File: src/hdl/differential_drive_odometry_assert.svh
// Assertion macros shared by the odometry RTL.
// Both expect clk and arst_n in scope.
`ifndef DIFFERENTIAL_DRIVE_ODOMETRY_ASSERT_SVH
`define DIFFERENTIAL_DRIVE_ODOMETRY_ASSERT_SVH

// same-cycle implication
`define DDO_ASSERT_IMP(label, ante, cons, msg) \
	label: assert property (@(posedge clk) disable iff (!arst_n) (ante) |-> (cons)) \
		else $error(msg);

// next-cycle implication
`define DDO_ASSERT_NXT(label, ante, cons, msg) \
	label: assert property (@(posedge clk) disable iff (!arst_n) (ante) |=> (cons)) \
		else $error(msg);

`endif

File: src/hdl/ddo_pkg.sv
package ddo_pkg;

	// sequencer states
	typedef enum logic [2:0] {
		S_IDLE,
		S_DIST,
		S_PREP,
		S_MUL2,
		S_ROT
	} state_t;

	// config register map
	localparam int CFG_IDX_W = 2;
	localparam logic [CFG_IDX_W-1:0] REG_MPT = 2'd0;
	localparam logic [CFG_IDX_W-1:0] REG_ITW = 2'd1;
	localparam int ITW_W = 24;
	localparam logic [31:0] MPT_RESET = 32'd42949673;
	localparam logic [ITW_W-1:0] ITW_RESET = 24'd655360;

	// fixed-point constants
	localparam logic [31:0] RAD_TO_BA = 32'd683565276;
	localparam logic [31:0] CORDIC_GAIN = 32'd652032874;
	localparam int GAIN_FRAC = 30;
	localparam int ITW_FRAC = 16;

	// radix-4 Booth multiplier: signed 64-bit multiplicand, unsigned 32-bit multiplier
	localparam int MUL_A_W = 64;
	localparam int MUL_B_W = 32;
	localparam int MUL_DIGITS = (MUL_B_W + 2) / 2;
	localparam int MUL_CNT_W = $clog2(MUL_DIGITS + 1);

	// CORDIC datapath
	localparam int COR_W = 34;
	localparam int ATAN_COUNT = 24;
	localparam int ATAN_IDX_W = $clog2(ATAN_COUNT);

	typedef struct packed {
		logic start;
		logic signed [MUL_A_W-1:0] a;
		logic [MUL_B_W-1:0] b;
	} mul_req_t;

	typedef struct packed {
		logic busy;
		logic [MUL_A_W-1:0] p;
	} mul_rsp_t;

	typedef struct packed {
		logic start;
		logic signed [31:0] k;
		logic [31:0] ang;
	} cor_req_t;

	typedef struct packed {
		logic busy;
		logic [31:0] x;
		logic [31:0] y;
	} cor_rsp_t;

	// atan(2^-i) as binary angle, full turn = 2^32
	function automatic logic [31:0] atan_ba(input logic [ATAN_IDX_W-1:0] idx);
		logic [31:0] v;
		unique case (idx)
			5'd0: v = 32'h2000_0000;
			5'd1: v = 32'h12E4_051E;
			5'd2: v = 32'h09FB_385B;
			5'd3: v = 32'h0511_11D4;
			5'd4: v = 32'h028B_0D43;
			5'd5: v = 32'h0145_D7E1;
			5'd6: v = 32'h00A2_F61E;
			5'd7: v = 32'h0051_7C55;
			5'd8: v = 32'h0028_BE53;
			5'd9: v = 32'h0014_5F2F;
			5'd10: v = 32'h000A_2F98;
			5'd11: v = 32'h0005_17CC;
			5'd12: v = 32'h0002_8BE6;
			5'd13: v = 32'h0001_45F3;
			5'd14: v = 32'h0000_A2FA;
			5'd15: v = 32'h0000_517D;
			5'd16: v = 32'h0000_28BE;
			5'd17: v = 32'h0000_145F;
			5'd18: v = 32'h0000_0A30;
			5'd19: v = 32'h0000_0518;
			5'd20: v = 32'h0000_028C;
			5'd21: v = 32'h0000_0146;
			5'd22: v = 32'h0000_00A3;
			5'd23: v = 32'h0000_0051;
			default: v = 32'h0000_0000;
		endcase
		return v;
	endfunction

endpackage

File: src/hdl/differential_drive_odometry.sv
// Differential-drive wheel odometry: encoder totals in, pose (x, y, heading) out.
// Each transaction runs three rounds of multiplies on the 17-digit Booth multipliers,
// the last alongside the CORDIC rotation.
// One item in flight at a time: a new sample is taken only once the last has committed.
// Reset (arst_n low, async): pose and stored totals cleared, registers back to
// 0.01 m/tick and 10 /m, no result pending.
`include "differential_drive_odometry_assert.svh"

module differential_drive_odometry #(
	parameter int FRAC_BITS    = 16,
	parameter int CORDIC_STEPS = 16
) (
	input  logic                          clk,
	input  logic                          arst_n,

	// config write port
	input  logic                          cfg_we,
	input  logic [ddo_pkg::CFG_IDX_W-1:0] cfg_index,
	input  logic [31:0]                   cfg_data,

	// encoder sample
	input  logic                          in_valid,
	output logic                          in_ready,
	input  logic signed [31:0]            left_count,
	input  logic signed [31:0]            right_count,

	// pose result
	output logic                          out_valid,
	input  logic                          out_ready,
	output logic signed [31:0]            pos_x,
	output logic signed [31:0]            pos_y,
	output logic [31:0]                   heading
);

	// tick * Q0.32 product down to Q.FRAC_BITS metres
	localparam int DIST_SHIFT = 32 - FRAC_BITS;

	// ------------------------------------------------------------------
	// State
	// ------------------------------------------------------------------
	ddo_pkg::state_t           state_q, state_d;

	logic [31:0]               mpt_q;          // metres per tick, Q0.32
	logic [ddo_pkg::ITW_W-1:0] itw_q;          // inverse track width, Q8.16

	logic [31:0]               last_left_q, last_right_q;
	logic [31:0]               pose_x_q, pose_y_q, pose_angle_q;
	logic                      out_valid_q;

	logic signed [63:0]        dl_q, dr_q;     // wheel distances, Q.FRAC_BITS

	// sequencer strobes
	logic                      start_dist;     // input accepted, kick both distance muls
	logic                      latch_dist;     // distances ready
	logic                      start_turn;     // heading-change and gain muls
	logic                      start_rot;      // rad->angle mul plus CORDIC
	logic                      commit;         // update pose, present result

	ddo_pkg::mul_req_t         mul_a_req, mul_b_req;
	ddo_pkg::mul_rsp_t         mul_a_rsp, mul_b_rsp;
	ddo_pkg::cor_req_t         cor_req;
	ddo_pkg::cor_rsp_t         cor_rsp;

	// ------------------------------------------------------------------
	// Datapath glue
	// ------------------------------------------------------------------
	logic [31:0]               delta_l, delta_r;
	logic signed [63:0]        dist_a_l, dist_a_r;
	logic signed [63:0]        dist_sum, dist_half, turn_diff, step_ext, rad;
	logic [31:0]               step_sat;
	logic [31:0]               dang;

	// Tick deltas wrap modulo 2^32; a right total of zero means the base
	// did not move, so both distances are forced to zero.
	assign delta_l  = $unsigned(left_count) - last_left_q;
	assign delta_r  = $unsigned(right_count) - last_right_q;
	assign dist_a_l = (right_count == '0) ? '0 : {{32{delta_l[31]}}, delta_l};
	assign dist_a_r = (right_count == '0) ? '0 : {{32{delta_r[31]}}, delta_r};

	// Forward step = floor mean of the two distances, clamped to 32 bits.
	assign dist_sum  = dl_q + dr_q;
	assign dist_half = dist_sum >>> 1;
	assign turn_diff = dr_q - dl_q;

	always_comb begin
		if ((&dist_half[63:31]) || !(|dist_half[63:31])) begin
			step_sat = dist_half[31:0];
		end else if (dist_half[63]) begin
			step_sat = 32'h8000_0000;
		end else begin
			step_sat = 32'h7FFF_FFFF;
		end
	end

	assign step_ext = {{32{step_sat[31]}}, step_sat};

	// Heading change in radians (Q.FRAC_BITS), then in binary angle.
	assign rad  = $signed(mul_a_rsp.p) >>> ddo_pkg::ITW_FRAC;
	assign dang = mul_a_rsp.p[FRAC_BITS+31:FRAC_BITS];

	// Unit A: left distance, then diff * itw, then rad * 2^32/(2 pi).
	// Unit B: right distance, then step * CORDIC gain.
	always_comb begin
		mul_a_req.start = start_dist | start_turn | start_rot;
		mul_b_req.start = start_dist | start_turn;
		if (start_dist) begin
			mul_a_req.a = dist_a_l;
			mul_a_req.b = mpt_q;
			mul_b_req.a = dist_a_r;
			mul_b_req.b = mpt_q;
		end else if (start_turn) begin
			mul_a_req.a = turn_diff;
			mul_a_req.b = {{(32-ddo_pkg::ITW_W){1'b0}}, itw_q};
			mul_b_req.a = step_ext;
			mul_b_req.b = ddo_pkg::CORDIC_GAIN;
		end else begin
			mul_a_req.a = rad;
			mul_a_req.b = ddo_pkg::RAD_TO_BA;
			mul_b_req.a = step_ext;
			mul_b_req.b = ddo_pkg::CORDIC_GAIN;
		end
	end

	// CORDIC rotates the gain-scaled step by the heading held before this item.
	assign cor_req.start = start_rot;
	assign cor_req.k     = $signed(mul_b_rsp.p[ddo_pkg::GAIN_FRAC+31:ddo_pkg::GAIN_FRAC]);
	assign cor_req.ang   = pose_angle_q;

	ddo_mul u_mul_a (
		.clk    (clk),
		.arst_n (arst_n),
		.req    (mul_a_req),
		.rsp    (mul_a_rsp)
	);

	ddo_mul u_mul_b (
		.clk    (clk),
		.arst_n (arst_n),
		.req    (mul_b_req),
		.rsp    (mul_b_rsp)
	);

	ddo_cordic #(
		.STEPS (CORDIC_STEPS)
	) u_cordic (
		.clk    (clk),
		.arst_n (arst_n),
		.req    (cor_req),
		.rsp    (cor_rsp)
	);

	// ------------------------------------------------------------------
	// Sequencer
	// ------------------------------------------------------------------
	always_ff @(posedge clk or negedge arst_n) begin
		if (!arst_n) begin
			state_q <= ddo_pkg::S_IDLE;
		end else begin
			state_q <= state_d;
		end
	end

	always_comb begin
		state_d    = state_q;
		in_ready   = 1'b0;
		start_dist = 1'b0;
		latch_dist = 1'b0;
		start_turn = 1'b0;
		start_rot  = 1'b0;
		commit     = 1'b0;
		unique case (state_q)
			ddo_pkg::S_IDLE: begin
				in_ready = 1'b1;
				if (in_valid) begin
					start_dist = 1'b1;
					state_d    = ddo_pkg::S_DIST;
				end
			end
			ddo_pkg::S_DIST: begin
				if (!mul_a_rsp.busy && !mul_b_rsp.busy) begin
					latch_dist = 1'b1;
					state_d    = ddo_pkg::S_PREP;
				end
			end
			ddo_pkg::S_PREP: begin
				start_turn = 1'b1;
				state_d    = ddo_pkg::S_MUL2;
			end
			ddo_pkg::S_MUL2: begin
				if (!mul_a_rsp.busy && !mul_b_rsp.busy) begin
					start_rot = 1'b1;
					state_d   = ddo_pkg::S_ROT;
				end
			end
			ddo_pkg::S_ROT: begin
				// wait for both units and a free output slot
				if (!mul_a_rsp.busy && !cor_rsp.busy && (!out_valid_q || out_ready)) begin
					commit  = 1'b1;
					state_d = ddo_pkg::S_IDLE;
				end
			end
			default: state_d = ddo_pkg::S_IDLE;
		endcase
	end

	// ------------------------------------------------------------------
	// Registers
	// ------------------------------------------------------------------
	always_ff @(posedge clk or negedge arst_n) begin
		if (!arst_n) begin
			mpt_q <= ddo_pkg::MPT_RESET;
			itw_q <= ddo_pkg::ITW_RESET;
		end else if (cfg_we) begin
			unique case (cfg_index)
				ddo_pkg::REG_MPT: mpt_q <= cfg_data;
				ddo_pkg::REG_ITW: itw_q <= cfg_data[ddo_pkg::ITW_W-1:0];
				default: ;
			endcase
		end
	end

	// Stored totals follow every sample, moving or not.
	always_ff @(posedge clk or negedge arst_n) begin
		if (!arst_n) begin
			last_left_q  <= '0;
			last_right_q <= '0;
		end else if (start_dist) begin
			last_left_q  <= $unsigned(left_count);
			last_right_q <= $unsigned(right_count);
		end
	end

	always_ff @(posedge clk) begin
		if (latch_dist) begin
			dl_q <= $signed(mul_a_rsp.p) >>> DIST_SHIFT;
			dr_q <= $signed(mul_b_rsp.p) >>> DIST_SHIFT;
		end
	end

	// Pose registers double as the output holding register: they only move
	// on commit, which waits until the previous result has been taken.
	always_ff @(posedge clk or negedge arst_n) begin
		if (!arst_n) begin
			pose_x_q     <= '0;
			pose_y_q     <= '0;
			pose_angle_q <= '0;
		end else if (commit) begin
			pose_x_q     <= pose_x_q + cor_rsp.x;
			pose_y_q     <= pose_y_q + cor_rsp.y;
			pose_angle_q <= pose_angle_q + dang;
		end
	end

	always_ff @(posedge clk or negedge arst_n) begin
		if (!arst_n) begin
			out_valid_q <= 1'b0;
		end else if (commit) begin
			out_valid_q <= 1'b1;
		end else if (out_ready) begin
			out_valid_q <= 1'b0;
		end
	end

	assign out_valid = out_valid_q;
	assign pos_x     = $signed(pose_x_q);
	assign pos_y     = $signed(pose_y_q);
	assign heading   = pose_angle_q;

	// ------------------------------------------------------------------
	// Assertions
	// ------------------------------------------------------------------
	`DDO_ASSERT_IMP(a_accept_units_idle, in_valid && in_ready, !mul_a_rsp.busy && !mul_b_rsp.busy && !cor_rsp.busy, "transaction accepted while a unit is busy")
	`DDO_ASSERT_IMP(a_mul_lockstep, state_q == ddo_pkg::S_DIST || state_q == ddo_pkg::S_MUL2, mul_a_rsp.busy == mul_b_rsp.busy, "multipliers out of step")
	`DDO_ASSERT_NXT(a_pose_hold, !commit, $stable(pose_x_q) && $stable(pose_y_q) && $stable(pose_angle_q), "pose moved without commit")
	`DDO_ASSERT_NXT(a_commit_valid, commit, out_valid_q, "commit did not present a result")

endmodule

File: src/hdl/ddo_mul.sv
// Radix-4 Booth shift-add multiplier, two multiplier bits per cycle.
// Product is a * b modulo 2^64.
module ddo_mul (
	input  logic              clk,
	input  logic              arst_n,
	input  ddo_pkg::mul_req_t req,
	output ddo_pkg::mul_rsp_t rsp
);

	logic [ddo_pkg::MUL_CNT_W-1:0] cnt_q;
	logic [ddo_pkg::MUL_A_W-1:0]   acc_q;
	logic [ddo_pkg::MUL_A_W-1:0]   a_q;
	logic [ddo_pkg::MUL_B_W+1:0]   b_q;
	logic                          prev_q;

	logic                          busy;
	logic                          dig_zero, dig_two, dig_neg;
	logic [ddo_pkg::MUL_A_W-1:0]   addend;
	logic [ddo_pkg::MUL_A_W-1:0]   acc_next;

	assign busy = (cnt_q != '0);

	always_comb begin
		dig_zero = 1'b0;
		dig_two  = 1'b0;
		dig_neg  = 1'b0;
		unique case ({b_q[1:0], prev_q}) inside
			3'b000, 3'b111: dig_zero = 1'b1;
			3'b001, 3'b010: ;
			3'b011: dig_two = 1'b1;
			3'b100: begin
				dig_two = 1'b1;
				dig_neg = 1'b1;
			end
			3'b101, 3'b110: dig_neg = 1'b1;
			default: dig_zero = 1'b1;
		endcase
		if (dig_zero) begin
			addend = '0;
		end else if (dig_two) begin
			addend = a_q << 1;
		end else begin
			addend = a_q;
		end
		acc_next = dig_neg ? (acc_q - addend) : (acc_q + addend);
	end

	always_ff @(posedge clk or negedge arst_n) begin
		if (!arst_n) begin
			cnt_q <= '0;
		end else if (req.start) begin
			cnt_q <= ddo_pkg::MUL_CNT_W'(ddo_pkg::MUL_DIGITS);
		end else if (busy) begin
			cnt_q <= cnt_q - 1'b1;
		end
	end

	always_ff @(posedge clk) begin
		if (req.start) begin
			acc_q  <= '0;
			a_q    <= req.a;
			b_q    <= {2'b00, req.b};
			prev_q <= 1'b0;
		end else if (busy) begin
			acc_q  <= acc_next;
			a_q    <= a_q << 2;
			b_q    <= b_q >> 2;
			prev_q <= b_q[1];
		end
	end

	assign rsp.busy = busy;
	assign rsp.p    = acc_q;

endmodule

File: src/hdl/ddo_cordic.sv
// Iterative rotation-mode CORDIC, one micro-rotation per cycle.
// Quadrant is folded in exactly at load; k arrives gain-compensated.
module ddo_cordic #(
	parameter int STEPS = 16
) (
	input  logic              clk,
	input  logic              arst_n,
	input  ddo_pkg::cor_req_t req,
	output ddo_pkg::cor_rsp_t rsp
);

	localparam logic [31:0] QUARTER_TURN = 32'h4000_0000;

	logic                                busy_q;
	logic [ddo_pkg::ATAN_IDX_W-1:0]      cnt_q;
	logic signed [ddo_pkg::COR_W-1:0]    x_q, y_q, z_q;

	logic [31:0]                         ang_rot;
	logic [1:0]                          quad;
	logic [31:0]                         resid;
	logic signed [ddo_pkg::COR_W-1:0]    k_ext, k_neg, x0, y0, z0;
	logic signed [ddo_pkg::COR_W-1:0]    sx, sy, at;

	always_comb begin
		ang_rot = req.ang + QUARTER_TURN;
		quad    = ang_rot[31:30];
		resid   = req.ang - {quad, 30'b0};
		z0      = {{(ddo_pkg::COR_W-32){resid[31]}}, resid};
		k_ext   = {{(ddo_pkg::COR_W-32){req.k[31]}}, req.k};
		k_neg   = -k_ext;
		x0      = quad[0] ? '0 : (quad[1] ? k_neg : k_ext);
		y0      = quad[0] ? (quad[1] ? k_neg : k_ext) : '0;
		sx      = y_q >>> cnt_q;
		sy      = x_q >>> cnt_q;
		at      = {{(ddo_pkg::COR_W-32){1'b0}}, ddo_pkg::atan_ba(cnt_q)};
	end

	always_ff @(posedge clk or negedge arst_n) begin
		if (!arst_n) begin
			busy_q <= 1'b0;
			cnt_q  <= '0;
		end else if (req.start) begin
			busy_q <= 1'b1;
			cnt_q  <= '0;
		end else if (busy_q) begin
			busy_q <= (cnt_q != ddo_pkg::ATAN_IDX_W'(STEPS - 1));
			cnt_q  <= cnt_q + 1'b1;
		end
	end

	always_ff @(posedge clk) begin
		if (req.start) begin
			x_q <= x0;
			y_q <= y0;
			z_q <= z0;
		end else if (busy_q) begin
			if (!z_q[ddo_pkg::COR_W-1]) begin
				x_q <= x_q - sx;
				y_q <= y_q + sy;
				z_q <= z_q - at;
			end else begin
				x_q <= x_q + sx;
				y_q <= y_q - sy;
				z_q <= z_q + at;
			end
		end
	end

	assign rsp.busy = busy_q;
	assign rsp.x    = x_q[31:0];
	assign rsp.y    = y_q[31:0];

endmodule

File: config.mk
export PLATFORM = sky130hd
export DESIGN_NAME = differential_drive_odometry
export DESIGN_NICKNAME = d
export VERILOG_FILES = /design/src/hdl/ddo_pkg.sv /design/src/hdl/differential_drive_odometry.sv /design/src/hdl/ddo_mul.sv /design/src/hdl/ddo_cordic.sv
export VERILOG_INCLUDE_DIRS = /design/src /design/src/hdl
export SDC_FILE = /design/constraint.sdc
export NUM_CORES = 2
export LEC_CHECK = 0
export BUFFER_PORTS_ARGS = -buffer_cell sky130_fd_sc_hd__buf_2
export CAP_MARGIN = 25
export CORE_MARGIN = 3
export CORE_UTILIZATION = 49
export DETAILED_ROUTE_END_ITERATION = 8
export PLACE_DENSITY = 0.68
export SLEW_MARGIN = 20
export SYNTH_ARGS = -nofsm -noshare
export SYNTH_HDL_FRONTEND = slang
export SYNTH_HIERARCHICAL = 1
export SYNTH_SLANG_ARGS = --single-unit
File: constraint.sdc
create_clock -name clk -period 21.9 [get_ports clk]
set_input_delay 2.19 -clock clk [delete_from_list [all_inputs] [get_ports clk]]
set_output_delay 2.19 -clock clk [all_outputs]
set_load 0.01 [all_outputs]
==> impl_metrics.xml <==
<?xml version="1.0" encoding="UTF-8"?>
<metrics>
  <group name="global_routing">
    <metric name="grt_first_pass_wirelength" unit="um">383000</metric>
    <metric name="gr-total-overflow" unit="">0</metric>
    <metric name="grt_usage" unit="%">32.0</metric>
    <metric name="antenna_violations_before_repair" unit="">10</metric>
    <metric name="pin_count_of_the_biggest_net_entering_global_routing" unit="">85</metric>
    <metric name="grt_pass1_vias" unit="">62900</metric>
  </group>
  <group name="synthesis">
    <metric name="synth_nets" unit="">9097</metric>
    <metric name="ys.warnings.count" unit="">6</metric>
    <metric name="yosys.area_share.xor_xnor" unit="%">7.33</metric>
    <metric name="synth-async-reset-ratio" unit="%">31.2</metric>
    <metric name="dominant_combinational_cell_family_by_area_after_synthesis" unit="">compound AO/OA/AOI/OAI gates</metric>
    <metric name="synth_simple_gate_area_share" unit="%">16.6</metric>
    <metric name="synth_mux_area_share" unit="%">7.69</metric>
    <metric name="yosys.cell_types.count" unit="">134</metric>
    <metric name="synth-compound-area-share" unit="%">25.2</metric>
    <metric name="mappedNetlistArea" unit="um^2">71800</metric>
    <metric name="synthCells" unit="">8484</metric>
    <metric name="synth-edff-count" unit="">390</metric>
    <metric name="synth-seq-area-share" unit="%">28.2</metric>
    <metric name="synth_top_flop_cell" unit="">sky130_fd_sc_hd__edfxtp_1</metric>
    <metric name="post_synthesis_share_of_cell_area_spent_on_full_adders_half_adders_and_majority_gates" unit="%">9.43</metric>
    <metric name="synth.avg_cell_area" unit="um^2">8.47</metric>
    <metric name="synth_seq_cells" unit="">756</metric>
  </group>
  <group name="clock_network">
    <metric name="cts_buffer_depth" unit="">3</metric>
    <metric name="total_of_hold_buffers_inserted_after_clock_tree_synthesis" unit="">0</metric>
    <metric name="cts_num_sinks" unit="">756</metric>
    <metric name="clkTransAtPathRegs" unit="ps">60</metric>
    <metric name="post-cts-setup-buffers" unit="">0</metric>
    <metric name="post_cts_resize_count" unit="">0</metric>
    <metric name="htree_num_levels" unit="">3</metric>
    <metric name="clock_insertion_delay_worst_skew" unit="ps">750</metric>
    <metric name="cts_made_buffers" unit="">89</metric>
    <metric name="clk_root_buffer_cell" unit="">sky130_fd_sc_hd__clkbuf_16</metric>
    <metric name="clock_tree_from_tritoncts" unit="">done</metric>
  </group>
  <group name="die">
    <metric name="design.core.area" unit="um^2">145000</metric>
    <metric name="floorplan.die.height" unit="um">389</metric>
    <metric name="floorplan.die_area" unit="um^2">151000</metric>
    <metric name="die-width" unit="um">389</metric>
    <metric name="initial_core_util" unit="%">49.7</metric>
    <metric name="core.rowCount" unit="">139</metric>
    <metric name="number_of_i_o_pins" unit="">201</metric>
  </group>
  <group name="worst_setup_path">
    <metric name="critical_path.most_common_cell" unit="">sky130_fd_sc_hd__o21ai_0</metric>
    <metric name="cp_slowest_stage_delay" unit="ps">800</metric>
    <metric name="reg2regPathDepth" unit="">22</metric>
    <metric name="criticalPathCategory" unit="">register to register</metric>
    <metric name="timing.critical_path.fanout_max" unit="">78</metric>
    <metric name="worstSetupStartpointType" unit="">register</metric>
    <metric name="end_kind" unit="">register</metric>
    <metric name="arrival" unit="ps">8610</metric>
    <metric name="worst_ep_required_time" unit="ps">22480</metric>
    <metric name="slowest_stage" unit="">sky130_fd_sc_hd__o31ai_1</metric>
    <metric name="crit_path_cell_trace" unit="">buf_4, inv_2, a221o_1, a32oi_1, nand4_1, or4_1, nor2_1, o21ai_0, or2_1, o21ai_0, a221oi_1, ha_1, and4_1, nand3_1, or4_1, a21oi_1, and3b_1, o31ai_1, a21oi_1, o21ai_0, mux2i_1, mux2_2</metric>
    <metric name="rrSetupSlack" unit="ps">13870</metric>
  </group>
  <group name="route">
    <metric name="avgRoutedWirePerCell" unit="um">24.6</metric>
    <metric name="wire_length_reported_by_the_detailed_router" unit="um">253000</metric>
    <metric name="drc" unit="">0</metric>
    <metric name="first_pass_iters" unit="">8</metric>
    <metric name="ant_nets" unit="">0</metric>
    <metric name="num_vias" unit="">67300</metric>
    <metric name="avgViaCountPerCell" unit="">6.54</metric>
    <metric name="dr.first_iter.drc_count" unit="">7388</metric>
  </group>
  <group name="layout">
    <metric name="layout.core_utilization" unit="%">53.0</metric>
    <metric name="design.final.nets" unit="">8919</metric>
    <metric name="layout-area-overhead-vs-synth" unit="%">6.74</metric>
    <metric name="drive_above_1_share" unit="%">12.1</metric>
    <metric name="stdcell_area" unit="um^2">76700</metric>
  </group>
  <group name="sta">
    <metric name="layout_setup_ws" unit="ps">13870</metric>
    <metric name="timing.final.crit_period" unit="ps">8030</metric>
    <metric name="timing.final.crit_share" unit="%">36.7</metric>
    <metric name="setup_repair_after_global_routing_missed_its_margin" unit="">false</metric>
    <metric name="report.final.slew_viol_count" unit="">0</metric>
    <metric name="setup_viol" unit="">0</metric>
    <metric name="final_setup_tns" unit="ps">0</metric>
    <metric name="maxSlewHeadroom" unit="%">17.3</metric>
    <metric name="fmax" unit="MHz">125</metric>
    <metric name="timing_worst_slew_pin_value" unit="ps">1230</metric>
    <metric name="fin_skew" unit="ps">65.0</metric>
    <metric name="hold_viol" unit="">0</metric>
  </group>
  <group name="place">
    <metric name="place_area" unit="um^2">73400</metric>
    <metric name="numPortBuffers" unit="">200</metric>
    <metric name="place_congestion" unit="">1.01</metric>
    <metric name="place.detailed.hpwl" unit="um">188000</metric>
    <metric name="dp_worst_setup_slack" unit="ps">13880</metric>
  </group>
  <group name="run_status">
    <metric name="status" unit="">completed</metric>
  </group>
  <group name="min_path">
    <metric name="worstHoldPathCells" unit="">2</metric>
    <metric name="min-delay-path-class" unit="">register to register</metric>
  </group>
  <group name="run">
    <metric name="timing.max_cap.violations" unit="">0</metric>
  </group>
  <group name="pwr">
    <metric name="power.static_leakage" unit="uW">0.0309</metric>
    <metric name="p_per_area" unit="nW/um^2">194</metric>
    <metric name="irDropWorstVdd" unit="mV">0.211</metric>
  </group>
</metrics>
[cell usage after synthesis, drive strengths merged (54+ instances only)]
| cell type | instances | area [um^2] |
|---|---|---|
| o211ai | 55 | 432 |
| nand2 | 958 | 3600 |
| ha | 498 | 6230 |
| mux2i | 90 | 901 |
| or3 | 57 | 357 |
| edfxtp | 390 | 11700 |
| a31oi | 112 | 707 |
| dfxtp | 130 | 2600 |
| inv | 325 | 1220 |
| mux2 | 268 | 3030 |
| mux4 | 71 | 1600 |
| a221oi | 102 | 912 |
| a21o | 169 | 1270 |
| nand3 | 128 | 651 |
| o31ai | 65 | 488 |
| nand4 | 73 | 490 |
| xnor2 | 342 | 3000 |
| and3 | 83 | 519 |
| a211oi | 98 | 763 |
| nor3 | 143 | 726 |
| a21oi | 780 | 3930 |
| o21bai | 98 | 736 |
| nor2 | 544 | 2060 |
| a221o | 71 | 711 |
| buf | 223 | 1390 |
| dfrtp | 221 | 5530 |
| nor2b | 85 | 537 |
| and2 | 76 | 475 |
| xor2 | 257 | 2270 |
| o21ai | 627 | 3150 |
| nor4 | 54 | 387 |
| clkbuf | 355 | 1330 |
| nand2b | 121 | 759 |
| o22ai | 97 | 613 |
[final timing paths]
path,start,endpoint
worst max-delay path,u_mul_a/b_q[0],u_mul_a/acc_q[63]
min in group asynchronous,arst_n,last_left_q[30]
worst min-delay path,u_mul_b/acc_q[6],u_mul_b/acc_q[6]
worst min register to register,u_mul_b/acc_q[6],u_mul_b/acc_q[6]
worst max register to register,u_mul_a/b_q[0],u_mul_a/acc_q[63]
max in group asynchronous,arst_n,last_right_q[24]
[routing by layer]
metal,GRT usage [%],wire length (um)
met1,44.5,109000
met5,0.574,148
met3,5.55,22900
met2,49.4,110000
met4,12.7,10900
[per-stage QoR]
stage / hold WS (ps) / power, uW / instances
5_1_grt: 475 / 16000 / 10300
6_report: 458 / 14900 / 10300
3_3_place_gp: 444 / 12800 / 10100
2_1_floorplan: 423 / 10500 / 8484
3_5_place_dp: 453 / 13000 / 10100
4_1_cts: 463 / 14700 / 10300
[placed cells by master (no fill, tap or decap), types with 94 or more instances in the layout]
cell,netlist,routed
sky130_fd_sc_hd__nor3_1,141,139
sky130_fd_sc_hd__buf_2,62,199
sky130_fd_sc_hd__ha_1,498,498
sky130_fd_sc_hd__buf_4,80,105
sky130_fd_sc_hd__o22ai_1,96,95
sky130_fd_sc_hd__nand2b_1,120,120
sky130_fd_sc_hd__dfxtp_1,130,128
sky130_fd_sc_hd__nor2_1,539,534
sky130_fd_sc_hd__a21o_1,169,169
sky130_fd_sc_hd__o21bai_1,98,98
sky130_fd_sc_hd__nand2_1,958,957
sky130_fd_sc_hd__edfxtp_1,390,390
sky130_fd_sc_hd__a221oi_1,99,99
sky130_fd_sc_hd__xor2_1,255,255
sky130_fd_sc_hd__dfrtp_1,221,216
sky130_fd_sc_hd__inv_1,310,304
sky130_fd_sc_hd__a21oi_1,773,773
sky130_fd_sc_hd__mux2_2,260,260
sky130_fd_sc_hd__xnor2_1,342,341
sky130_fd_sc_hd__o21ai_0,608,608
sky130_fd_sc_hd__nand3_1,126,125
sky130_fd_sc_hd__a211oi_1,94,94
sky130_fd_sc_hd__a31oi_1,111,111
[area by class of cell]
class | instances | area, um^2
clock buffer | 110 | 2450
timing repair buffer | 309 | 1850
tap | 1903 | 2380
fill | 13400 | 67900
multi-input combinational | 6824 | 47700
clock inverter | 56 | 729
sequential | 756 | 20300
antenna | 5 | 12.5
inverter | 326 | 1240
[power breakdown]
group / total, uW / switching, uW / internal, uW
clock network: 1610 / 679 / 928
registers: 2820 / 623 / 2190
logic: 10500 / 6230 / 4250
total: 14900 / 7530 / 7370
[worst max-delay path: cells and delay by family (launching register included)]
| family | cells | cell delay (ps) |
|---|---|---|
| AND/OR/NAND/NOR | 8 | 2730 |
| AO/OA/AOI/OAI | 9 | 2610 |
| buffers and inverters | 2 | 1150 |
| multiplexers | 2 | 590 |
| adder cells (fa/ha/maj) | 1 | 450 |
| flip-flops | 1 | 320 |
[flip-flops by register name, indices dropped and copies added (netlist names), 24 cells and up]
name,count
u_cordic/y_q,34
dr_q,48
mpt_q,32
u_mul_b/acc_q,64
pos_y,32
u_cordic/z_q,34
u_mul_b/a_q,64
pos_x,32
last_right_q,32
dl_q,48
itw_q,24
u_mul_b/b_q,32
u_cordic/x_q,34
u_mul_a/b_q,32
heading,32
last_left_q,32
u_mul_a/a_q,64
u_mul_a/acc_q,64
[logic make-up after synthesis]
logic type	count (synthesis)
AOI/OAI and AO/OA	2757
xor gates and xnor gates	599
adders and majority gates	540
buffers and inverters	904
DFF	756
muxes	429
and+or+nand+nor	2499
Note: power is estimated with default switching activity, not from simulation.
